===== config.mk =====
export PLATFORM = sky130hd
export DESIGN_NAME = ddsr_mul
export DESIGN_NICKNAME = d
export VERILOG_FILES = /design/src/ddsr_pkg.sv /design/src/ddsr_mul.sv
export SDC_FILE = /design/constraint.sdc
export NUM_CORES = 1
export LEC_CHECK = 0
export BUFFER_PORTS_ARGS = -buffer_cell sky130_fd_sc_hd__buf_2
export CORE_MARGIN = 1.5
export CORE_UTILIZATION = 40
export CTS_CLUSTER_SIZE = 28
export DETAILED_ROUTE_END_ITERATION = 6
export GPL_TIMING_DRIVEN = 0
export PLACE_DENSITY = 0.55
export SYNTH_ARGS = -nofsm -noshare
export SYNTH_HDL_FRONTEND = slang
export SYNTH_SLANG_ARGS = --single-unit
export TNS_END_PERCENT = 20

===== constraint.sdc =====
create_clock -name clk -period 6 [get_ports clk]
set_clock_uncertainty 0.2 [all_clocks]
set_input_delay 0.3 -clock clk [delete_from_list [all_inputs] [get_ports clk]]
set_output_delay 0.3 -clock clk [all_outputs]
set_load 0.05 [all_outputs]

===== src/ddsr_pkg.sv =====
`timescale 1ns / 1ps
`default_nettype none
// ----------------------------------------------------------------------------
// ddsr_pkg
// Types and constants shared by the differential drive speed ramp.
// ----------------------------------------------------------------------------
package ddsr_pkg;

  localparam int unsigned SpeedW = 8;
  localparam int unsigned VelW   = 16;
  localparam int unsigned GainW  = 16;
  localparam int unsigned ProdW  = VelW + GainW + 1;

  localparam logic [SpeedW-1:0] STOP_SPEED = 8'd128;

  localparam logic [GainW-1:0]  SPEED_GAIN_RST = 16'd31903;
  localparam logic [GainW-1:0]  TURN_GAIN_RST  = 16'd4387;
  localparam logic [SpeedW-1:0] RAMP_STEP_RST  = 8'd5;

  typedef enum logic [0:0] {
    OP_COMMAND = 1'b0,
    OP_TICK    = 1'b1
  } op_t;

  typedef enum logic [1:0] {
    CFG_SPEED_GAIN = 2'd0,
    CFG_TURN_GAIN  = 2'd1,
    CFG_RAMP_STEP  = 2'd2
  } cfg_idx_t;

  typedef struct packed {
    op_t                    opcode;
    logic signed [VelW-1:0] linear_velocity;
    logic signed [VelW-1:0] angular_velocity;
  } in_item_t;

  typedef struct packed {
    logic [SpeedW-1:0] wheel1_speed;
    logic [SpeedW-1:0] wheel2_speed;
  } out_item_t;

  typedef struct packed {
    logic [GainW-1:0]  speed_gain;
    logic [GainW-1:0]  turn_gain;
    logic [SpeedW-1:0] ramp_step;
  } cfg_t;

  // Products handed from the multiply stage to the ramp stage.
  typedef struct packed {
    logic                    valid;
    op_t                     opcode;
    logic signed [ProdW-1:0] lin_prod;
    logic signed [ProdW-1:0] ang_prod;
  } stage_t;

endpackage
`default_nettype wire


===== src/ddsr_mul.sv =====
`timescale 1ns / 1ps
`default_nettype none
// ----------------------------------------------------------------------------
// ddsr_mul
// Input register stage: takes a request and registers both gain products.
// ----------------------------------------------------------------------------
module ddsr_mul (
  input  wire logic               clk,
  input  wire logic               rst_n,
  input  wire logic               in_valid,
  output logic                    in_stall,
  input  wire ddsr_pkg::in_item_t in_data,
  input  wire ddsr_pkg::cfg_t     cfg,
  input  wire logic               go,
  output ddsr_pkg::stage_t        stage
);

  logic                                       valid_r;
  ddsr_pkg::op_t                              opcode_r;
  logic signed [ddsr_pkg::ProdW-1:0]          lin_prod_r;
  logic signed [ddsr_pkg::ProdW-1:0]          ang_prod_r;
  logic signed [ddsr_pkg::ProdW-1:0]          lin_prod_nxt;
  logic signed [ddsr_pkg::ProdW-1:0]          ang_prod_nxt;
  logic                                       load;

  assign in_stall = valid_r && !go;
  assign load     = in_valid && !in_stall;

  // Gains are unsigned, so they get a zero sign bit before the signed multiply.
  assign lin_prod_nxt = (ddsr_pkg::ProdW)'(in_data.linear_velocity)
                        * (ddsr_pkg::ProdW)'($signed({1'b0, cfg.speed_gain}));
  assign ang_prod_nxt = (ddsr_pkg::ProdW)'(in_data.angular_velocity)
                        * (ddsr_pkg::ProdW)'($signed({1'b0, cfg.turn_gain}));

  always_ff @(posedge clk) begin
    if (!rst_n) begin
      valid_r <= 1'b0;
    end else if (load) begin
      valid_r <= 1'b1;
    end else if (go) begin
      valid_r <= 1'b0;
    end
  end

  always_ff @(posedge clk) begin
    if (load) begin
      opcode_r   <= in_data.opcode;
      lin_prod_r <= lin_prod_nxt;
      ang_prod_r <= ang_prod_nxt;
    end
  end

  assign stage.valid    = valid_r;
  assign stage.opcode   = opcode_r;
  assign stage.lin_prod = lin_prod_r;
  assign stage.ang_prod = ang_prod_r;

endmodule
`default_nettype wire


== Word-level counts from Yosys, hierarchy flattened ==
Index checks and enable logic that the tools add are counted.

* $mul: 2
* Muxes and demuxes: 2
* Reductions and logical operators: 5

{| class="wikitable"
|+ Operators by type and width
! kind !! number
|-
| $mul A16 B17 Y33 || 2
|-
| $logic_and A1 B1 Y1 || 2
|-
| $logic_not A1 Y1 || 2
|-
| $mux W1 || 2
|-
| $reduce_bool A2 Y1 || 1
|}

* Register bits after elaboration: 68
* Input port bits: 77
* Output and inout port bits: 69

== Logic depth before layout (Yosys ltp) ==
* Word-level depth: 5
* Depth in mapped cells: 23
* Depth with buffers taken out: 22

== Worst setup path after synthesis ==
OpenSTA, ideal clock, no wires.

* Path kind: input port to flip-flop
* From: input in_data[1] (netlist bit)
* To: register ang_prod_r[32] (netlist bit) (data pin)
* Arrival: 5,797 ps
* Data required time: 5,535 ps
* Setup slack: -262 ps
* Cell stages on the path: 20
* Path through: clkbuf_1 nand2_1 fa_1 fa_1 fa_1 fa_1 inv_1 fa_1 inv_1 fa_1 inv_1 ha_1 and3_4 and3_4 a211oi_4 a31oi_2 a221o_2 a31oi_4 o311ai_1 xnor2_1

* Longest elaborated chain between the ends: 1

{| class="wikitable"
|+ RTL lines
! item !! line !! text
|-
| from (decl) || ddsr_mul.sv:12 || <nowiki>input wire ddsr_pkg::in_item_t in_data,</nowiki>
|-
| $mul A16 B17 Y33 || ddsr_mul.sv:33 || <nowiki>* (ddsr_pkg::ProdW)'($signed({1'b0, cfg.turn_gain}));</nowiki>
|-
| net ang_prod_nxt (one bit) || ddsr_mul.sv:23 || <nowiki>logic signed [ddsr_pkg::ProdW-1:0] ang_prod_nxt;</nowiki>
|-
| to (signal assigned) || ddsr_mul.sv:49 || <nowiki>ang_prod_r <= ang_prod_nxt;</nowiki>
|-
| to (decl) || ddsr_mul.sv:21 || <nowiki>logic signed [ddsr_pkg::ProdW-1:0] ang_prod_r;</nowiki>
|}

The timed path passes the listed nets, and every way through them passes these cells.
A chain may end at the register's enable or synchronous reset.

== Worst setup path in the final report ==
* From: input in_data[3] (netlist bit)
* To: register ang_prod_r[30] (netlist bit) (data pin)

The elaborated chain is that of the path after synthesis.

==> impl_metrics.tcl <==
set metrics [dict create \
    status "complete, no violations" \
    grtUsageTotal_pct 21.5 \
    crit_required_ns 5.89 \
    worstHoldStart "in_data[0]" \
    period_share_pct 99.7 \
    hp-class "input pin to flop" \
    die_width_um 226 \
    crit_chain "buf_4 > clkbuf_8 > nand2_1 > fa_1 > fa_1 > fa_1 > fa_1 > inv_1 > fa_1 > inv_1 > fa_1 > inv_2 > ha_4 > and3_4 > and3_4 > a211oi_4 > buf_4 > o211ai_1 > a211oi_2 > o21bai_2 > a21oi_1 > xnor2_1" \
    yosysWarnings 0 \
    vias_per_cell 4.98 \
    n_fill_cell 4809 \
    cap_violations 0 \
    tns_ns 0 \
    reg2reg_from "valid_r$_SDFFE_PN0P_" \
    clockRootBuffer "clkbuf_16" \
    wirelength_um 52000 \
    grt_start_max_net_pins 33 \
    antenna_found_initial 0 \
    rows 81 \
    grt_pass1_vias 16000 \
    fin_crit_ns 5.98 \
    synth_ff_type "edfxtp_1" \
    clock_sink_count 68 \
    avgSynthCellArea_um2 9.25 \
    cts_buffer_depth 2 \
    worst-endpoint-arrival_ns 5.88 \
    io_buffers 137 \
    drc 0 \
    dieArea_um2 50900 \
    place_hpwl_um 43800 \
    r2r_cells 4 \
    min_delay_worst_endpoint "ang_prod_r[0]$_DFFE_PP_" \
    num_vias 14900 \
    yosys.area.top_type_share_pct 39.2 \
    hold_depth 2 \
    synth_area_um2 19800 \
    synth-seq-cells 68 \
    syn_to_final_growth_pct 17.3 \
    crit_fanout 10 \
    r2r_end "opcode_r$_DFFE_PP_" \
    final-seq-area_um2 2030 \
    multi_input_area_um2 16000 \
    synth_cell_types 54 \
    synth_edf_count 67 \
    cts_inserted_buffers 9 \
    nets 3041 \
    drive_above_1_share_pct 14.3 \
    postSynthCellCount 2143 \
    tightest_slew_ns 0.452 \
    cts_tree "built" \
    path_buf_inv 6 \
    synth_top_cell_by_area "fa_1" \
    clk_pin_slew_worst_paths_ns 0.06 \
    gp_routability_congestion 0.888 \
    ys_top_cells_by_area "fa_1 (39%), ha_1 (15%), edfxtp_1 (10%)" \
    fmax_mhz 167 \
    cts_max_level 3 \
    clkLatencyLatePin_ns 0.35 \
    first_pass_iters 5 \
    wire_per_inst_um 17.3 \
    finalMaxSlewViolations 0 \
    hold_viol 0 \
    first_iter_violations 672 \
    postLayoutCoreUtil_pct 47.5 \
    finalSetupViolations 0 \
    rsz0062_at_grt "true" \
    async_reset_ff_share_pct 0 \
    seq_area_frac_synth_pct 10.3 \
    cp_top_family "adder cells" \
    crit_type "input pin to flop" \
    grt_pass1_wl_um 84100 \
    critPathMaxStageDelay_ns 0.57 \
    crit_path_top_delay_cell "fa_1" \
    crit_path_start_kind "input pin" \
    regToRegSetupSlack_ns 4.14 \
    max_slew_margin_pct 69.9 \
    n_antenna_cell 0 \
    end_kind "flop" \
    ant_nets 0 \
    cp_common_cell "fa_1" \
    die_h_um 226 \
    io_pins 146 \
    core_um2 49000 \
    synth_nets 2852 \
    initial_core_util_pct 40.5 \
    grt_overflow 0 \
]
-- cell usage in the layout (no fill, tap or decap), drive strengths merged, types with 5 or more instances in the layout --
cell	Yosys	layout
a211oi	9	9
and3	9	9
a31oi	7	7
xor2	21	21
clkbuf	68	52
nor2	43	43
o21a	5	5
o21bai	6	6
nand4	9	9
inv	506	507
buf	5	206
nand2b	20	20
fa	388	388
nor3	6	6
nand3	13	13
nor2b	7	7
nand2	283	283
and2	235	235
xnor2	37	37
edfxtp	67	67
o21ai	32	32
ha	244	244
a21oi	61	61
a21o	30	30
-- worst max-delay path by stage --
stage | startpoint | endpoint | slack (ns) | depth (start not counted)
final | in_data[3] | ang_prod_r[30]$_DFFE_PP_ | 0.02 | 22
after global routing | in_data[4] | ang_prod_r[32]$_DFFE_PP_ | -0.16 | 22
after CTS | in_data[4] | ang_prod_r[28]$_DFFE_PP_ | -0.04 | 22
after detailed placement | cfg[29] | lin_prod_r[25]$_DFFE_PP_ | -1.04 | 23
after global placement | cfg[36] | lin_prod_r[25]$_DFFE_PP_ | -1.01 | 21
after floorplan | cfg[29] | lin_prod_r[29]$_DFFE_PP_ | -0.01 | 22
-- flip-flops by register name (all words and copies together), names as in the netlist --
name,count
valid_r,1
lin_prod_r,33
opcode_r,1
ang_prod_r,33
-- area by class of cell --
type	instances	area share, %
tap	664	3.57
buffer	67	3.51
clock inverter	6	0.403
clock buffer	10	1.03
inverter	506	8.20
timing repair buffer	184	5.55
multi-input combinational	1496	69.0
sequential	68	8.74
-- kinds of logic (layout without fill, tap and decap cells) --
group | count (synthesis) | in the layout | share of synthesized area [%]
fa+ha+maj | 632 | 632 | 54.6
buf+inv | 579 | 773 | 11.0
compound gates | 172 | 172 | 5.66
flops | 68 | 68 | 10.3
xor+xnor | 58 | 58 | 2.56
simple gates | 633 | 633 | 15.9
mux | 1 | 1 | 0.0568
-- per-layer routing --
metal | up-vias | part of all wire [%] | GRT usage, %
met1 | 7648 | 45 | 29.1
met4 | 0 | 2.1 | 4.48
met3 | 75 | 5.2 | 3.64
met5 | - | 0 | 0
met2 | 352 | 48 | 36.1
li1 | 6862 | - | -
-- metrics by stage --
| stage | hold slack, ns | area [um^2] | std cells | setup WS (ns) |
|---|---|---|---|---|
| 6_report | 0.126 | 23300 | 3001 | 0.0153 |
| 5_1_grt | 0.151 | 23300 | 3001 | -0.162 |
| 4_1_cts | 0.125 | 22800 | 2983 | -0.0410 |
| 3_5_place_dp | 0.278 | 21400 | 2946 | -1.04 |
| 3_3_place_gp | 0.279 | 21400 | 2944 | -1.01 |
| 2_1_floorplan | 0.199 | 19900 | 2143 | -0.0136 |
-- what timing repair did --
item / CTS / global route
resized for setup: 189 / 138
pin swaps: 15 / 39
setup endpoints to repair: 31 / 24
buffers inserted: 24 / 18
hold buffers: 3 / 0
endpoints found under the hold margin: 2 / 0
-- synth_stat cells, drive strengths merged, types with 5 or more instances --
cell	count
o21bai	6
and3	9
nand4	9
nor3	6
edfxtp	67
a21o	30
nand2b	20
nor2	43
nand3	13
buf	5
ha	244
nor2b	7
nand2	283
o21a	5
o21ai	32
a211oi	9
inv	506
xor2	21
clkbuf	68
fa	388
xnor2	37
a21oi	61
and2	235
a31oi	7
Power is not shown: default switching activity piles up to over one toggle a cycle in this logic, so the estimate is an artifact.
