## src/ddsr_pkg.sv

```systemverilog
`timescale 1ns / 1ps
`default_nettype none
// ----------------------------------------------------------------------------
// ddsr_pkg
// Types and constants shared by the differential drive speed ramp.
// ----------------------------------------------------------------------------
package ddsr_pkg;

  localparam int unsigned SpeedW = 8;
  localparam int unsigned VelW   = 16;
  localparam int unsigned GainW  = 16;
  localparam int unsigned ProdW  = VelW + GainW + 1;

  localparam logic [SpeedW-1:0] STOP_SPEED = 8'd128;

  localparam logic [GainW-1:0]  SPEED_GAIN_RST = 16'd31903;
  localparam logic [GainW-1:0]  TURN_GAIN_RST  = 16'd4387;
  localparam logic [SpeedW-1:0] RAMP_STEP_RST  = 8'd5;

  typedef enum logic [0:0] {
    OP_COMMAND = 1'b0,
    OP_TICK    = 1'b1
  } op_t;

  typedef enum logic [1:0] {
    CFG_SPEED_GAIN = 2'd0,
    CFG_TURN_GAIN  = 2'd1,
    CFG_RAMP_STEP  = 2'd2
  } cfg_idx_t;

  typedef struct packed {
    op_t                    opcode;
    logic signed [VelW-1:0] linear_velocity;
    logic signed [VelW-1:0] angular_velocity;
  } in_item_t;

  typedef struct packed {
    logic [SpeedW-1:0] wheel1_speed;
    logic [SpeedW-1:0] wheel2_speed;
  } out_item_t;

  typedef struct packed {
    logic [GainW-1:0]  speed_gain;
    logic [GainW-1:0]  turn_gain;
    logic [SpeedW-1:0] ramp_step;
  } cfg_t;

  // Products handed from the multiply stage to the ramp stage.
  typedef struct packed {
    logic                    valid;
    op_t                     opcode;
    logic signed [ProdW-1:0] lin_prod;
    logic signed [ProdW-1:0] ang_prod;
  } stage_t;

endpackage
`default_nettype wire

```

## src/ddsr_cfg.sv

```systemverilog
`timescale 1ns / 1ps
`default_nettype none
// ----------------------------------------------------------------------------
// ddsr_cfg
// Configuration registers: speed gain, turn gain and ramp step.
// ----------------------------------------------------------------------------
module ddsr_cfg (
  input  wire logic                        clk,
  input  wire logic                        rst_n,
  input  wire logic                        cfg_valid,
  output logic                             cfg_ready,
  input  wire logic [1:0]                  cfg_index,
  input  wire logic [ddsr_pkg::GainW-1:0]  cfg_data,
  output ddsr_pkg::cfg_t                   cfg
);

  ddsr_pkg::cfg_t cfg_r;
  ddsr_pkg::cfg_t cfg_nxt;

  assign cfg_ready = 1'b1;
  assign cfg       = cfg_r;

  always_comb begin
    cfg_nxt = cfg_r;
    if (cfg_valid) begin
      unique case (ddsr_pkg::cfg_idx_t'(cfg_index))
        ddsr_pkg::CFG_SPEED_GAIN: cfg_nxt.speed_gain = cfg_data;
        ddsr_pkg::CFG_TURN_GAIN:  cfg_nxt.turn_gain  = cfg_data;
        ddsr_pkg::CFG_RAMP_STEP:  cfg_nxt.ramp_step  = cfg_data[ddsr_pkg::SpeedW-1:0];
        default: ;
      endcase
    end
  end

  always_ff @(posedge clk) begin
    if (!rst_n) begin
      cfg_r.speed_gain <= ddsr_pkg::SPEED_GAIN_RST;
      cfg_r.turn_gain  <= ddsr_pkg::TURN_GAIN_RST;
      cfg_r.ramp_step  <= ddsr_pkg::RAMP_STEP_RST;
    end else begin
      cfg_r <= cfg_nxt;
    end
  end

endmodule
`default_nettype wire

```

## config.mk

```make
export PLATFORM = sky130hd
export DESIGN_NAME = ddsr_cfg
export DESIGN_NICKNAME = d
export VERILOG_FILES = /design/src/ddsr_pkg.sv /design/src/ddsr_cfg.sv
export SDC_FILE = /design/constraint.sdc
export NUM_CORES = 1
export LEC_CHECK = 0
export BUFFER_PORTS_ARGS = -buffer_cell sky130_fd_sc_hd__buf_2
export CAP_MARGIN = 0
export CORE_AREA = 2 2 81 67
export CTS_BUF_LIST = sky130_fd_sc_hd__clkbuf_16
export CTS_CLUSTER_DIAMETER = 200
export DETAILED_ROUTE_END_ITERATION = 16
export DIE_AREA = 0 0 83 69
export GPL_ROUTABILITY_DRIVEN = 0
export PLACE_DENSITY = 0.63
export SYNTH_ARGS = -nofsm -noshare
export SYNTH_HDL_FRONTEND = slang
export SYNTH_SLANG_ARGS = --single-unit
```

## constraint.sdc

```tcl
create_clock -name clk -period 1.54 [get_ports clk]
set_input_delay 0.154 -clock clk [delete_from_list [all_inputs] [get_ports clk]]
set_output_delay 0.154 -clock clk [all_outputs]
set_load 0.01 [all_outputs]
```

== After elaboration in Yosys (flattened, before gate mapping) ==
Cells that the tools add are included.
Word-level totals
  bits in registers: 40
  bits of input ports: 21
  output and inout port bits: 41
  word-level logic and storage cells: 9
Cells by class
  eq/ne operators: 2
  reduce and logical (&&, ||, !) cells: 4
Operators with widths (number)
  $reduce_and A2 Y1: 3
  $eq A2 B1 Y1 const B: 1
  $eq A2 B2 Y1 const B: 1
  $logic_not A2 Y1: 1

== Longest topological paths before layout ==
Gate-level depths: netlist of the first run.
  depth in word-level cells: 2
  mapped depth: 4
  gate-level depth less buffers: 2

== Worst setup path before layout of the first run ==
No wires, ideal clock.
  path type: input to register
  start: input port cfg_index[1]
  end: register cfg_r, in the netlist cfg[30]
  library setup time: 0.072 ns
  data arrival time: 0.810 ns
  required time: 1.468 ns
  setup slack: 0.659 ns
  stages: 3
  buffers on the path: 1
  cell sequence: nor3b_4 buf_6 mux2i_1
On the way
  cells in the longest elaborated chain, start to end: 2
Ends and longest elaborated chain
  start, declared: RTL line ddsr_cfg.sv:12  | input wire logic [1:0] cfg_index,
  $logic_not A2 Y1: RTL line ddsr_cfg.sv:26  | unique case (ddsr_pkg::cfg_idx_t'(cfg_index))
  $reduce_and A2 Y1 (no line)
  end signal, assigned: RTL line ddsr_cfg.sv:41  | cfg_r <= cfg_nxt;
  end, declared: RTL line ddsr_cfg.sv:17  | ddsr_pkg::cfg_t cfg_r;
No other way between the ends.
A chain may end at the register's enable or synchronous reset.

== Worst setup path in the final report of the first run ==
  start: input port cfg_index[0]
  end: register cfg_r, in the netlist cfg[10]
On the way
  cells in the longest elaborated chain, start to end: 2
Ends and longest elaborated chain (RTL line)
  $eq A2 B1 Y1: ddsr_cfg.sv:26
  $reduce_and A2 Y1 (no line)
No other way between the ends.

==> results.py, run 1 <==
metrics = {
    "outcome": {
        "status": "complete, no violations",
    },
    "global_route": {
        "grt_pass1_vias": 1248,
        "grt_first_pass_wirelength_mm": 6.15,
        "grt_max_degree": 27,
        "antenna_found_initial": 0,
        "grt_usage_pct": 13.3,
        "overflow": 0,
    },
    "clock_tree": {
        "cts_hold_buffers": 0,
        "ctsResizeCount": 0,
        "clkSinkCount": 40,
        "cts-htree-levels": 2,
        "clock-root-buffer": "clkbuf_16",
        "clockBufferDepth": 2,
        "cts_setup_buffers": 0,
        "numCtsBuffers": 5,
        "cts_tree": "yes",
        "insertion_delay_ns": 0.27,
        "cts.clk_slew.worst_paths_ns": 0.05,
    },
    "worst_setup_path": {
        "crit_path_start_kind": "input port",
        "reg2regPathDepth": 2,
        "cp.arrival_ns": 1.15,
        "cp_max_fo": 14,
        "worstSetupPathType": "in -> reg",
        "endpoint_kind": "flip-flop",
        "critical_path_required_ns": 1.74,
    },
    "synth": {
        "synth_cell_types": 19,
        "syn_avg_cell_area_um2": 10.0,
        "synth_warnings": 0,
        "syn_inst": 167,
        "yosysTopAreaCellShare_pct": 47.7,
        "synth_largest_area_cell": "dfxtp_1",
        "ys_seq_elements": 40,
        "synth_area_leaders": "dfxtp_1 48%, mux2i_1 18%, nand2_1 8.1%, nor2b_1 4.8%, nand4bb_1 4.7%",
        "synth_nets": 188,
        "synth_area_um2": 1680,
        "seq_area_frac_synth_pct": 47.7,
    },
    "final_layout": {
        "finish.utilization_pct": 43.9,
        "drive_above_1_share_pct": 32.8,
        "n_antenna_cell": 0,
        "largest_reg_flops": 40,
        "areaGrowthSynthToFinish_pct": 28.6,
        "fin_nets": 249,
    },
    "sta": {
        "setup_viol": 0,
        "period_needed_ns": 0.949,
        "hold_violations": 0,
        "fin_setup_tns_ns": 0,
        "fmax_mhz": 1050,
        "fin_skew_ns": 0,
        "rsz0062_at_grt": "false",
        "slew_violations": 0,
        "period_share_pct": 61.6,
    },
    "min_path": {
        "whs_path_depth": 3,
        "hp-class": "in -> reg",
    },
    "pwr": {
        "switching_power_uw": 514,
        "pwr-share-seq_pct": 48.0,
        "powerDensity_nw_per_um2": 1060,
        "leakagePower_uw": 0.00106,
        "max-vdd-ir-drop_v": 0.000442,
        "clock_power_share_pct": 41.4,
        "comb_power_share_pct": 10.6,
        "p_int_uw": 1770,
        "switching_share_pct": 22.5,
    },
    "floorplan": {
        "start_util_pct": 34.1,
        "pin_count": 62,
        "dieArea_um2": 5730,
        "fp.dieH_um": 69,
        "placementRows": 23,
        "core_area_um2": 4920,
        "die_x_um": 83,
    },
    "routing": {
        "final_antenna_net_count": 0,
        "vias": 1307,
        "drt-initial-drc-count": 64,
        "wire_per_inst_um": 12.7,
        "totalWireLength_mm": 3.69,
        "vias_per_cell": 4.49,
        "first_pass_iters": 4,
        "drcViolationCount": 0,
    },
    "place": {
        "dpl.hpwl_mm": 2.73,
        "port_buffers": 60,
    },
    "job": {
        "cap_violations": 0,
    },
}
[worst max-delay path, cell delays in order]
cell and delay [ns]:
buf_2 0.23, and3b_1 0.37, buf_4 0.21, mux2i_1 0.19
[routing by layer]
layer / up-vias / share of wire (%) / GRT usage [%]
met5: - / 0 / 0
met4: 0 / 0.65 / 4.92
met3: 4 / 6.6 / 5.03
met2: 39 / 41 / 18.8
met1: 583 / 52 / 18.4
li1: 681 / - / -
[logic make-up (layout without fill, tap and decap cells)]
group	after synthesis	after routing	share of synthesized area, %
AOI/OAI and AO/OA	9	9	4.03
buffers and inverters	23	85	7.61
DFF	40	40	47.7
muxes	31	31	18.5
other	1	1	0.223
and+or+nand+nor	63	63	21.9
[power by group through the flow]
stage / logic (µW) / registers [µW] / clock network [µW]
floorplan: 128 / 1140 / 0
detailed placement: 243 / 1120 / 0
finish: 241 / 1100 / 945
global route: 266 / 1100 / 1020
global placement: 241 / 1120 / 0
CTS: 245 / 1100 / 971
[cell usage in the layout (no fill, tap or decap)]
| cell | n |
|---|---|
| and3b_1 | 1 |
| buf_2 | 60 |
| buf_4 | 8 |
| clkbuf_16 | 5 |
| clkinv_1 | 1 |
| conb_1 | 1 |
| dfxtp_1 | 40 |
| inv_1 | 11 |
| mux2i_1 | 31 |
| nand2_1 | 36 |
| nand3b_1 | 1 |
| nand3b_2 | 1 |
| nand4b_1 | 2 |
| nand4bb_1 | 7 |
| nor2b_1 | 13 |
| nor3b_4 | 1 |
| o211ai_1 | 9 |
| or3b_1 | 1 |
[cell usage after synthesis]
master and instances:
mux2i_1 31, nand3b_1 1, clkbuf_2 1, buf_2 5, buf_4 1, conb_1 1, and3b_1 1, buf_6 4
dfxtp_1 40, inv_1 9, clkbuf_1 3, nand4b_1 2, nand4bb_1 7, o211ai_1 9, nand3b_2 1, nor3b_4 1
or3b_1 1, nand2_1 36, nor2b_1 13
[layout make-up]
class | count | area (µm²)
clock inverters | 3 | 11.3
inverters | 9 | 33.8
repair buffers | 68 | 360
flip-flops and latches | 40 | 801
fillers | 491 | 2760
clock buffers | 5 | 125
well taps | 62 | 77.6
multi-input cells | 104 | 749
[through the flow]
step,instance area (µm²),std cells,hold WS [ns],total power [µW],worst slack [ns]
after floorplan,1680,167,0.293,1260,0.659
after global placement,2020,283,0.416,1360,0.383
after detailed placement,2020,283,0.428,1360,0.326
after CTS,2160,291,0.138,2310,0.609
after global routing,2160,291,0.137,2380,0.518
final,2160,291,0.137,2280,0.591
[final timing paths]
kind                                      startpoint                   end  slack, ns
worst max-delay path                    cfg_index[0]  cfg[10]$_SDFFE_PN0P_       0.59
worst min-delay path                     cfg_data[1]   cfg[1]$_SDFFE_PN0P_       0.14
worst max register to register  cfg[38]$_SDFFE_PN1P_  cfg[38]$_SDFFE_PN1P_       0.91
worst min register to register  cfg[14]$_SDFFE_PN0P_  cfg[14]$_SDFFE_PN0P_       0.46
Power figures use the tool's default switching activity.
==> inputs of run 2 (changes only) <==
clock period = 0.9 ns   (was 1.54 ns; I/O delays follow)
==> results.py, run 2 (synthesis results as in run 1) <==
metrics = {
    "clock_tree": {
        "cts_tree": "yes",
        "cts-htree-levels": 2,
        "insertion_delay_ns": 0.28,
        "cts.clk_slew.worst_paths_ns": 0.06,
        "cts_setup_buffers": 0,
        "clockBufferDepth": 2,
        "ctsResizeCount": 0,
        "numCtsBuffers": 5,
        "cts_hold_buffers": 0,
        "clock-root-buffer": "clkbuf_16",
        "clkSinkCount": 40,
    },
    "worst_setup_path": {
        "crit_cells": 1,
        "max_stage_delay_ns": 0.35,
        "endpoint_kind": "primary output",
        "crit_path_start_kind": "flip-flop",
        "reg2regPathDepth": 2,
        "path_delay_family": "flip-flops",
        "critPathBufInv": 1,
        "cp_max_fo": 2,
        "worstSetupPathType": "reg -> out",
        "crit_chain": "buf_2",
        "cp.arrival_ns": 0.77,
        "critical_path_required_ns": 0.81,
        "crit_path_top_delay_cell": "dfxtp_1",
    },
    "routing": {
        "final_antenna_net_count": 0,
        "vias_per_cell": 4.53,
        "totalWireLength_mm": 3.63,
        "drt-initial-drc-count": 44,
        "drcViolationCount": 0,
        "first_pass_iters": 4,
        "wire_per_inst_um": 12.3,
        "vias": 1342,
    },
    "sta": {
        "hold_violations": 0,
        "worst_hold_slack_ns": 0.0626,
        "period_needed_ns": 0.860,
        "rsz0062_at_grt": "false",
        "period_share_pct": 95.5,
        "slew_violations": 0,
        "fin_skew_ns": 0,
        "fmax_mhz": 1160,
        "setup_viol": 0,
    },
    "min_path": {
        "whs_path_depth": 3,
        "hp-class": "in -> reg",
    },
    "final_layout": {
        "drive_above_1_share_pct": 35.0,
        "fill_cells": 470,
        "fin_nets": 254,
        "finish.utilization_pct": 45.7,
        "n_antenna_cell": 0,
        "regArea_um2": 801,
        "final_common_cell": "buf_2",
        "multi_input_area_um2": 749,
        "areaGrowthSynthToFinish_pct": 34.0,
        "largest_reg_flops": 40,
        "mostFrequentLayoutCells": "60 x buf_2, 40 x dfxtp_1, 36 x nand2_1, 31 x mux2i_1, 13 x nor2b_1",
    },
    "floorplan": {
        "placementRows": 23,
        "pin_count": 62,
        "fp.dieH_um": 69,
        "die_x_um": 83,
        "dieArea_um2": 5730,
        "start_util_pct": 34.1,
        "core_area_um2": 4920,
    },
    "global_route": {
        "grt_pass1_vias": 1254,
        "use_met1_pct": 17.8,
        "grt_first_pass_wirelength_mm": 6.09,
        "antenna_found_initial": 0,
        "grt_max_degree": 25,
        "overflow": 0,
        "grt_usage_pct": 13.3,
        "grtUsageMet3_pct": 5.03,
        "met2_usage_pct": 19.1,
        "gr-max-usage-layer": "met2",
    },
    "pwr": {
        "powerDensity_nw_per_um2": 1780,
        "max-vdd-ir-drop_v": 0.000929,
        "leakagePower_uw": 0.00109,
    },
    "job": {
        "cap_violations": 0,
    },
    "place": {
        "dpl.hpwl_mm": 2.69,
        "port_buffers": 60,
    },
    "outcome": {
        "status": "complete, no violations",
    },
}
run 2: cell types whose count changed in the layout (fill, tap and decap cells not counted), sizes merged:
cell    change
clkinv      +2
inv         -2
buf         +5
run 2: metal layers:
metal,vias up,wire length [µm]
met3,7,279
met5,-,0
met4,0,61
met1,598,1750
met2,46,1530
li1,691,-
run 2: final timing paths:
path                            slack [ns]              endpoint                  from
worst max-delay path                  0.04               cfg[39]  cfg[39]$_SDFFE_PN0P_
worst min-delay path                  0.06  cfg[10]$_SDFFE_PN0P_           cfg_data[2]
worst max register to register        0.28  cfg[28]$_SDFFE_PN1P_  cfg[28]$_SDFFE_PN1P_
worst min register to register        0.45  cfg[32]$_SDFFE_PN0P_  cfg[32]$_SDFFE_PN0P_
run 2: final cells by class:
| cell class | instances | area share [%] |
|---|---|---|
| well taps | 62 | 3.45 |
| repair buffers | 73 | 19.9 |
| clock buffers | 5 | 5.56 |
| flip-flops and latches | 40 | 35.6 |
| multi-input cells | 104 | 33.3 |
| inverters | 9 | 1.50 |
| clock inverters | 3 | 0.612 |
run 2: power by group:
part / internal, µW / total (µW) / switching, µW
Sequential: 1840 / 1870 / 33.2
Clock: 1010 / 1680 / 673
Combinational: 225 / 452 / 227
run 2: through the flow:
stage	TNS (ns)	setup WS (ns)	area, µm²	instances	total power (µW)
floorplan	0	0.0827	1680	167	2160
global placement	-0.292	-0.0394	2110	288	2370
finish	0	0.0402	2250	296	4000
CTS	0	0.0387	2250	296	4070
global route	0	0.00110	2250	296	4190
detailed placement	-0.727	-0.0701	2110	288	2370
