**src/ddsr_pkg.sv**
```systemverilog
`timescale 1ns / 1ps
`default_nettype none
// ----------------------------------------------------------------------------
// ddsr_pkg
// Types and constants shared by the differential drive speed ramp.
// ----------------------------------------------------------------------------
package ddsr_pkg;

  localparam int unsigned SpeedW = 8;
  localparam int unsigned VelW   = 16;
  localparam int unsigned GainW  = 16;
  localparam int unsigned ProdW  = VelW + GainW + 1;

  localparam logic [SpeedW-1:0] STOP_SPEED = 8'd128;

  localparam logic [GainW-1:0]  SPEED_GAIN_RST = 16'd31903;
  localparam logic [GainW-1:0]  TURN_GAIN_RST  = 16'd4387;
  localparam logic [SpeedW-1:0] RAMP_STEP_RST  = 8'd5;

  typedef enum logic [0:0] {
    OP_COMMAND = 1'b0,
    OP_TICK    = 1'b1
  } op_t;

  typedef enum logic [1:0] {
    CFG_SPEED_GAIN = 2'd0,
    CFG_TURN_GAIN  = 2'd1,
    CFG_RAMP_STEP  = 2'd2
  } cfg_idx_t;

  typedef struct packed {
    op_t                    opcode;
    logic signed [VelW-1:0] linear_velocity;
    logic signed [VelW-1:0] angular_velocity;
  } in_item_t;

  typedef struct packed {
    logic [SpeedW-1:0] wheel1_speed;
    logic [SpeedW-1:0] wheel2_speed;
  } out_item_t;

  typedef struct packed {
    logic [GainW-1:0]  speed_gain;
    logic [GainW-1:0]  turn_gain;
    logic [SpeedW-1:0] ramp_step;
  } cfg_t;

  // Products handed from the multiply stage to the ramp stage.
  typedef struct packed {
    logic                    valid;
    op_t                     opcode;
    logic signed [ProdW-1:0] lin_prod;
    logic signed [ProdW-1:0] ang_prod;
  } stage_t;

endpackage
`default_nettype wire

```
**src/ddsr_ramp.sv**
```systemverilog
`timescale 1ns / 1ps
`default_nettype none
// ----------------------------------------------------------------------------
// ddsr_ramp
// Wheel targets, ramped wheel speeds and the result register.
// ----------------------------------------------------------------------------
module ddsr_ramp (
  input  wire logic                        clk,
  input  wire logic                        rst_n,
  input  wire ddsr_pkg::stage_t            stage,
  input  wire logic [ddsr_pkg::SpeedW-1:0] ramp_step,
  output logic                             go,
  output logic                             out_valid,
  input  wire logic                        out_stall,
  output ddsr_pkg::out_item_t              out_data
);

  localparam int unsigned SumW = ddsr_pkg::ProdW + 1;
  localparam int unsigned ShW  = SumW - 16;

  logic [ddsr_pkg::SpeedW-1:0] target_one_r, target_one_nxt;
  logic [ddsr_pkg::SpeedW-1:0] target_two_r, target_two_nxt;
  logic [ddsr_pkg::SpeedW-1:0] actual_one_r, actual_one_nxt;
  logic [ddsr_pkg::SpeedW-1:0] actual_two_r, actual_two_nxt;
  logic                        out_valid_r, out_valid_nxt;
  ddsr_pkg::out_item_t         out_data_r;
  logic                        adv;
  logic                        is_cmd;
  logic signed [SumW-1:0]      diff_sum;
  logic signed [SumW-1:0]      plus_sum;

  // Floor of sum / 65536 plus the stop offset, clamped to a speed byte.
  function automatic logic [ddsr_pkg::SpeedW-1:0] make_target(
    input logic signed [SumW-1:0] sum
  );
    logic signed [ShW:0] t;
    t = {sum[SumW-1], sum[SumW-1:16]} + $signed({{(ShW-ddsr_pkg::SpeedW+1){1'b0}},
                                                 ddsr_pkg::STOP_SPEED});
    if (t < 0) begin
      return '0;
    end else if (t > $signed((ShW+1)'(255))) begin
      return '1;
    end
    return t[ddsr_pkg::SpeedW-1:0];
  endfunction

  // One step toward the target; a step at least as large as the gap lands on it.
  function automatic logic [ddsr_pkg::SpeedW-1:0] ramp(
    input logic [ddsr_pkg::SpeedW-1:0] actual,
    input logic [ddsr_pkg::SpeedW-1:0] target,
    input logic [ddsr_pkg::SpeedW-1:0] step
  );
    logic [ddsr_pkg::SpeedW-1:0] gap;
    gap = '0;
    if (actual < target) begin
      gap = target - actual;
      return (step >= gap) ? target : actual + step;
    end else if (actual > target) begin
      gap = actual - target;
      return (step >= gap) ? target : actual - step;
    end
    return actual;
  endfunction

  assign is_cmd = (stage.opcode == ddsr_pkg::OP_COMMAND);
  // A command produces no result, so it never waits on the result register.
  assign go     = is_cmd || !out_valid_r || !out_stall;
  assign adv    = stage.valid && go;

  assign diff_sum = SumW'(stage.lin_prod) - SumW'(stage.ang_prod);
  assign plus_sum = SumW'(stage.lin_prod) + SumW'(stage.ang_prod);

  always_comb begin
    target_one_nxt = target_one_r;
    target_two_nxt = target_two_r;
    actual_one_nxt = actual_one_r;
    actual_two_nxt = actual_two_r;
    out_valid_nxt  = out_valid_r && out_stall;
    if (adv) begin
      if (is_cmd) begin
        target_one_nxt = make_target(diff_sum);
        target_two_nxt = make_target(plus_sum);
      end else begin
        actual_one_nxt = ramp(actual_one_r, target_one_r, ramp_step);
        actual_two_nxt = ramp(actual_two_r, target_two_r, ramp_step);
        out_valid_nxt  = 1'b1;
      end
    end
  end

  always_ff @(posedge clk) begin
    if (!rst_n) begin
      target_one_r <= ddsr_pkg::STOP_SPEED;
      target_two_r <= ddsr_pkg::STOP_SPEED;
      actual_one_r <= ddsr_pkg::STOP_SPEED;
      actual_two_r <= ddsr_pkg::STOP_SPEED;
      out_valid_r  <= 1'b0;
    end else begin
      target_one_r <= target_one_nxt;
      target_two_r <= target_two_nxt;
      actual_one_r <= actual_one_nxt;
      actual_two_r <= actual_two_nxt;
      out_valid_r  <= out_valid_nxt;
    end
  end

  always_ff @(posedge clk) begin
    if (adv && !is_cmd) begin
      out_data_r.wheel1_speed <= actual_one_nxt;
      out_data_r.wheel2_speed <= actual_two_nxt;
    end
  end

  assign out_valid = out_valid_r;
  assign out_data  = out_data_r;

`ifndef SYNTH
  a_target_hold: assert property (@(posedge clk) disable iff (!rst_n)
    !(adv && is_cmd) |=> $stable(target_one_r) && $stable(target_two_r))
    else $error("wheel target changed without a command");

  a_actual_hold: assert property (@(posedge clk) disable iff (!rst_n)
    !(adv && !is_cmd) |=> $stable(actual_one_r) && $stable(actual_two_r))
    else $error("wheel speed changed without a tick");

  a_tick_result: assert property (@(posedge clk) disable iff (!rst_n)
    (adv && !is_cmd) |=> out_valid_r && out_data_r.wheel1_speed == actual_one_r
                         && out_data_r.wheel2_speed == actual_two_r)
    else $error("tick did not load the result register");

  a_on_target: assert property (@(posedge clk) disable iff (!rst_n)
    (adv && !is_cmd && actual_one_r == target_one_r) |=> actual_one_r == $past(actual_one_r))
    else $error("wheel 1 moved away from its target");
`endif

endmodule
`default_nettype wire

```
**config.mk**
```make
export PLATFORM = sky130hd
export DESIGN_NAME = ddsr_ramp
export DESIGN_NICKNAME = d
export VERILOG_FILES = /design/src/ddsr_pkg.sv /design/src/ddsr_ramp.sv
export SDC_FILE = /design/constraint.sdc
export NUM_CORES = 1
export LEC_CHECK = 0
export ABC_AREA = 1
export BUFFER_PORTS_ARGS = -buffer_cell sky130_fd_sc_hd__buf_2
export CAP_MARGIN = 20
export CORE_ASPECT_RATIO = 0.8
export CORE_MARGIN = 5
export CORE_UTILIZATION = 44
export DETAILED_ROUTE_END_ITERATION = 8
export GPL_TIMING_DRIVEN = 0
export SLEW_MARGIN = 30
export SYNTH_ARGS = -nofsm -noshare
export SYNTH_HDL_FRONTEND = slang
export SYNTH_SLANG_ARGS = --single-unit
export TNS_END_PERCENT = 30
```
**constraint.sdc**
```tcl
create_clock -name clk -period 9.05 [get_ports clk]
set_input_delay 0.4525 -clock clk [delete_from_list [all_inputs] [get_ports clk]]
set_output_delay 0.4525 -clock clk [all_outputs]
set_load 0.1 [all_outputs]
```
Word-level counts from Yosys, hierarchy flattened
Index checks and enable logic that the tools add are counted.
{"block": "op_classes", "n_addsub": 12, "n_lt_le_gt_ge": 12, "mux": 38, "bitwise": 1, "n_reduce_logical": 8}
{"operator": "two-way mux 8 bit", "n": 20}
{"operator": "subtractor 8 bit", "n": 6}
{"operator": "adder 18 x 9 -> 19 bit, second input constant", "n": 2}
{"operator": "greater-than comparator 19 x 9 -> 1 bit, second input constant", "n": 2}
{"operator": "less-than comparator 19 x 1 -> 1 bit, second input constant", "n": 2}
{"operator": "adder 33 x 33 -> 34 bit", "n": 1}
{"operator": "subtractor 33 x 33 -> 34 bit", "n": 1}
{"operator": ">= comparator 8 bit", "n": 4}
{"operator": "two-way mux 1 bit", "n": 18}
{"operator": "adder 8 bit", "n": 2}
{"operator": "greater-than comparator 8 bit", "n": 2}
{"operator": "less-than comparator 8 bit", "n": 2}
{"operator": "logical AND 1 bit", "n": 3}
{"operator": "zero test 1 bit", "n": 2}
{"operator": "logical OR 1 bit", "n": 2}
{"operator": "AND reduction 2 bit", "n": 1}
{"operator": "NOT 1 bit", "n": 1}
{"block": "word_totals", "regBits": 49, "in_bits": 79, "wordCells": 78}

Longest topological paths before layout
{"block": "logic_depth", "ltp_word": 8, "ltp_mapped": 27, "depth_no_buf": 27}

Worst setup path before layout
Ideal clock, no wire load.
{"block": "synth_path", "path_kind": "register -> register", "startpoint": "reg actual_one_r[1] (netlist name)", "endpoint": "reg out_data_r (netlist bit out_data[8]), data pin", "t_arrival_ps": 3109, "required_ps": 8791, "slack_ps": 5682, "path_stages_with_launch": 18, "period_less_slack_ps": 3368, "cell_sequence": "dfxtp_1 inv_1 fa_1 a221o_1 a21oi_1 nor2_1 nor2_1 xor2_1 ha_1 nand2_1 nor2_1 nand4_1 nand3_1 clkbuf_1 o21ai_0 a221o_1 o21ai_0 inv_1"}
{"block": "synth_between", "elab_chain_len": 8, "elab_cells_between_ends": 17, "classes_between": "add/sub: 2; order compare: 4; mux: 11"}
{"element": "start, declared", "line": "ddsr_ramp.sv:23", "rtl": "logic [ddsr_pkg::SpeedW-1:0] actual_one_r, actual_one_nxt;"}
{"element": "start signal, assigned", "line": "ddsr_ramp.sv:95", "rtl": "actual_one_r <= ddsr_pkg::STOP_SPEED;"}
{"element": "start signal, assigned", "line": "ddsr_ramp.sv:101", "rtl": "actual_one_r <= actual_one_nxt;"}
{"element": "subtractor 8 bit / greater-than comparator 8 bit (equally long branches)", "line": "ddsr_ramp.sv:59, ddsr_ramp.sv:58"}
{"element": ">= comparator 8 bit / two-way mux 1 bit (equally long branches)", "line": "ddsr_ramp.sv:60, ddsr_ramp.sv:58"}
{"element": "two-way mux 8 bit / two-way mux 1 bit (equally long branches)", "line": "ddsr_ramp.sv:60, ddsr_ramp.sv:55"}
{"element": "two-way mux 8 bit / two-way mux 1 bit (equally long branches)", "line": "ddsr_ramp.sv:58, ddsr_ramp.sv:80"}
{"element": "two-way mux 8 bit / two-way mux 1 bit (equally long branches)", "line": "ddsr_ramp.sv:55, ddsr_ramp.sv:79"}
{"element": "two-way mux 8 bit (*)", "line": "ddsr_ramp.sv:62", "rtl": "return actual;"}
{"element": "two-way mux 8 bit (*)", "line": "ddsr_ramp.sv:80", "rtl": "if (is_cmd) begin"}
{"element": "two-way mux 8 bit (*)", "line": "ddsr_ramp.sv:79", "rtl": "if (adv) begin"}
{"element": "net actual_one_nxt, one bit", "line": "ddsr_ramp.sv:23"}
{"element": "end, declared", "line": "ddsr_ramp.sv:26", "rtl": "ddsr_pkg::out_item_t out_data_r;"}
Mark *: on every way through the listed nets, which the timed path passes. The rest lies on a longest branch. The select of a mux whose other input is x is not followed.
A chain may end at the register's enable or synchronous reset.

Worst setup path in the final report
{"block": "layout_path", "startpoint": "reg actual_one_r[1] (netlist name)", "endpoint": "reg out_data_r (netlist bit out_data[9]), data pin"}
{"block": "layout_between", "elab_chain_len": 8, "elab_cells_between_ends": 19, "classes_between": "add/sub: 4; order compare: 4; mux: 11"}
{"element": "subtractor 8 bit / greater-than comparator 8 bit (equally long branches)", "line": "ddsr_ramp.sv:59, ddsr_ramp.sv:58"}
{"element": ">= comparator 8 bit / two-way mux 1 bit (equally long branches)", "line": "ddsr_ramp.sv:60, ddsr_ramp.sv:58"}
{"element": "two-way mux 8 bit / two-way mux 1 bit (equally long branches)", "line": "ddsr_ramp.sv:60, ddsr_ramp.sv:55"}
{"element": "two-way mux 8 bit / two-way mux 1 bit (equally long branches)", "line": "ddsr_ramp.sv:58, ddsr_ramp.sv:80"}
{"element": "two-way mux 8 bit / two-way mux 1 bit (equally long branches)", "line": "ddsr_ramp.sv:55, ddsr_ramp.sv:79"}
{"element": "two-way mux 8 bit", "line": "ddsr_ramp.sv:62"}
{"element": "two-way mux 8 bit", "line": "ddsr_ramp.sv:80"}
{"element": "two-way mux 8 bit (*)", "line": "ddsr_ramp.sv:79"}
{"element": "net actual_one_nxt, one bit", "line": "ddsr_ramp.sv:23"}
Marks and branches as above.

==> out/results.tsv <==
stage	metric	value	unit
sta	count of pins over their slew limit	0	
place	IO buf count	96	
worst_setup_path	logic depth of the worst path, buffers included	18	
finish	diodes inserted	0	
drt	routed metal-1 wirelength	20200	um
sta	endpoints failing setup	0	
drt	Detailed Routing Iterations Pass 1	5	
synthesis	most area-consuming cells after synthesis	sky130_fd_sc_hd__nand2_1, sky130_fd_sc_hd__ha_1, sky130_fd_sc_hd__inv_1, sky130_fd_sc_hd__a21oi_1, sky130_fd_sc_hd__nor2_1	
synthesis	dominant cell type by area after synthesis	sky130_fd_sc_hd__nand2_1	
drt	DRT iter0 DRCs	996	
drt	DRC	0	
drt	top routing layer in use	met4	
synthesis	commonest register cell after synthesis	sky130_fd_sc_hd__dfxtp_1	
run_status	run status	finished, final reports clean	
synthesis	fraction of post-synthesis cell area in the top cell type by area	0.186	
global_routing	antenna violations before repair	0	
worst_setup_path	Crit path largest cell delay	0.47	ns
synthesis	count of mapped cells out of synthesis	1953	
clocking	count of hold-fix buffers inserted at cts	0	
global_routing	total global routing overflow	0	
global_routing	number of global-route vias before repair	10983	
clocking	post-CTS setup-driven buffer insertion count	0	
sta	unrepaired setup endpoints after global routing	no	
synthesis	Synth cell types	45	
finish	fraction of final layout cells sized beyond drive strength 1	0.0963	
sta	worst clock skew	0.00387	ns
finish	Final nets	2299	
finish	area of the multi-input gates	8280	um^2
synthesis	simple-gate share of the synthesized area	0.373	
worst_setup_path	Setup Crit Path Kind	flop to flop	
drt	routed via count	12216	
synthesis	sequential share of the synthesized area	0.103	
sta	post-route minimum period	4.27	ns
worst_setup_path	cell type of the slowest stage on the worst timing path	sky130_fd_sc_hd__dfxtp_1	
die	boundary pin count	97	
clocking	maximum root-to-sink buffer count	2	
drt	met3 WL	3500	um
synthesis	number of flops mapped to enable cells by yosys	16	
place	Placer Congestion	0.988	
worst_setup_path	kind of cell with the highest combined delay on the critical path	compound AO/OA/AOI/OAI gates	
sta	TNS Setup	0	ns
die	Initial Utilization	0.442	
flow_run	# Max-Cap Violations	0	
global_routing	wire length of the first global-routing pass	59700	um
finish	# fillers	2842	
clocking	CTS tree	built	
clocking	TritonCTS Sinks	49	
sta	worst slew margin relative to its limit	0.491	
worst_setup_path	worst reg2reg path depth	18	
power_and_ir_drop	power per unit of standard cell area	167	nW/um^2
worst_setup_path	crit path capture type	flop	
global_routing	largest net degree at the start of global routing	18	
clocking	number of instances resized during post-cts repair	0	
place	total half-perimeter wirelength after legalization and detailed placement	32900	um
worst_setup_path	required time of the worst setup path	9.12	ns
sta	Fmax	0.234	GHz
worst_setup_path	worst path cell trace	inv_1 -> fa_1 -> a221o_1 -> a21oi_1 -> nor2_1 -> nor2_1 -> xor2_1 -> ha_1 -> nand2_1 -> nor2_1 -> nand4_1 -> nand3_1 -> clkbuf_1 -> inv_1 -> o211ai_1 -> nand3_1 -> o21ai_0 -> inv_1	
clocking	H-tree levels	2	
power_and_ir_drop	leakage component of the power	0.00698	uW
synthesis	Synth Warn #	0	
sta	number of failing hold endpoints at the final stage	0	
worst_setup_path	buffering stage count on the worst path with inverters included	4	
clocking	Reg clk slew, reported paths	0.08	ns
synthesis	Synth Area in Compound Gates	0.140	
die	Die Span X	188	um
synthesis	area of the mapped netlist	11100	um^2
worst_setup_path	arrival time at the worst endpoint	4.33	ns
drt	average wire per cell in the routed design	16.1	um
power_and_ir_drop	peak supply drop	95.7	uV
die	area of the die	28500	um^2
clocking	clock buffers created by TritonCTS	5	
synthesis	syn avg cell area	5.69	um^2
die	placeable core region	25100	um^2
drt	total routed wirelength	38300	um
drt	average vias per placed instance	5.13	
min_path	class of the tightest hold or removal check	input pin to flop	
worst_setup_path	crit-path max FO	10	
worst_setup_path	kind of start point of the critical path	flop	
synthesis	post-synth net total	2196	
synthesis	mux contribution to synthesized area	0	
synthesis	adder-cell share of the synthesized area	0.190	
synthesis	FFs w/ async S/R, synth	0	
finish	synthesis-to-layout area growth	9.72	%
die	row count	52	
drt	number of nets with antenna violations after routing	0	
min_path	WHS Path Cells	2	
synthesis	post-synthesis sequential element count	49	
sta	slew at the pin closest to its max-slew limit	0.763	ns
global_routing	total global routing track utilization	0.259	
clocking	Root Buffer	sky130_fd_sc_hd__clkbuf_16	
die	die height	152	um
clocking	clock insertion delay at the later pin of the skew report	0.32	ns
sta	part of the cycle the worst path needs	0.471	
synthesis	dominant combinational cell family by area after synthesis	simple AND/OR/NAND/NOR gates	
drt	WL met2	14300	um
synthesis	Post-Synth XOR/XNOR Area	0.0418	
finish	Sequential cell area	1140	um^2
power_and_ir_drop	post-layout power	2030	uW
-- metal layers --
layer  up-vias  track usage
met2       378        0.350
met5         -            0
met3        23       0.0537
met4         0       0.0318
li1       6321            -
met1      5494        0.422
-- cell usage in the layout (no fill, tap or decap), types with 26 or more instances in the layout --
cell type                 instances
sky130_fd_sc_hd__inv_1          383
sky130_fd_sc_hd__xor2_1          44
sky130_fd_sc_hd__ha_1           156
sky130_fd_sc_hd__a21oi_1        142
sky130_fd_sc_hd__dfxtp_1         33
sky130_fd_sc_hd__o21ai_0         72
sky130_fd_sc_hd__nand2_1        551
sky130_fd_sc_hd__nand4_1         26
sky130_fd_sc_hd__nand3_1        126
sky130_fd_sc_hd__buf_2          108
sky130_fd_sc_hd__nor2_1         182
-- sequential cells by signal, summed over array words and instances, names as in the netlist --
name and flops:
out_data 16, out_valid 1, target_one_r 8, actual_two_r 8, target_two_r 8, actual_one_r 8
-- per-stage QoR --
stage / instances / area [um^2] / setup slack, ns / util / hold slack [ns]
after floorplan: 1953 / 11100 / 5.68 / - / 0.481
after global placement: 2373 / 12000 / 4.91 / 0.478 / 0.538
after detailed placement: 2373 / 12000 / 4.89 / 0.478 / 0.538
after CTS: 2381 / 12200 / 4.89 / 0.485 / 0.389
after global routing: 2381 / 12200 / 4.46 / 0.485 / 0.394
final: 2381 / 12200 / 4.78 / 0.485 / 0.390
-- cells by family after synthesis --
group	after synthesis
AO/OA/AOI/OAI	281
XOR/XNOR	53
adder cells (fa/ha/maj)	164
buffers and inverters	440
flip-flops	49
AND/OR/NAND/NOR	966
-- cells in the mapped netlist, types with 4 or more instances --
cell,count
sky130_fd_sc_hd__a31oi_1,9
sky130_fd_sc_hd__o21ai_1,8
sky130_fd_sc_hd__dfxtp_1,33
sky130_fd_sc_hd__nand3_2,7
sky130_fd_sc_hd__a21oi_1,142
sky130_fd_sc_hd__xnor2_1,9
sky130_fd_sc_hd__nand2_2,18
sky130_fd_sc_hd__inv_1,383
sky130_fd_sc_hd__o21ai_0,72
sky130_fd_sc_hd__buf_2,12
sky130_fd_sc_hd__o31ai_1,4
sky130_fd_sc_hd__xor2_1,44
sky130_fd_sc_hd__and3_1,4
sky130_fd_sc_hd__nor3_1,16
sky130_fd_sc_hd__ha_1,156
sky130_fd_sc_hd__o21bai_1,14
sky130_fd_sc_hd__nand3_1,126
sky130_fd_sc_hd__nand4_1,26
sky130_fd_sc_hd__a221o_1,5
sky130_fd_sc_hd__inv_2,21
sky130_fd_sc_hd__clkbuf_1,15
sky130_fd_sc_hd__nor2_4,6
sky130_fd_sc_hd__nand2_1,551
sky130_fd_sc_hd__edfxtp_1,16
sky130_fd_sc_hd__o211ai_1,18
sky130_fd_sc_hd__nor2_2,17
sky130_fd_sc_hd__nor2_1,182
sky130_fd_sc_hd__fa_1,8
sky130_fd_sc_hd__buf_4,5
-- power breakdown --
| group | switching, uW | internal (uW) | total (uW) |
|---|---|---|---|
| combinational | 997 | 480 | 1480 |
| clock | 105 | 160 | 265 |
| sequential | 30.4 | 262 | 293 |
-- final cells by class --
cell class                 count  share of cell area
clock inverter                 3             0.00565
buffer                        33              0.0135
clock buffer                   5              0.0103
timing repair buffer          96              0.0394
sequential                    49              0.0936
tap                          324              0.0333
multi-input combinational   1464               0.679
inverter                     407               0.125
-- path summary, 6_finish.rpt --
kind / start / end / slack (ns)
worst max-delay path: actual_one_r[1] / out_data[9] / 4.78
worst min-delay path: rst_n / actual_two_r[7] / 0.39
worst max register to register: actual_one_r[1] / out_data[9] / 4.78
worst min register to register: actual_one_r[7] / actual_one_r[7] / 0.55
No activity file was read; power rests on OpenSTA's default activity.
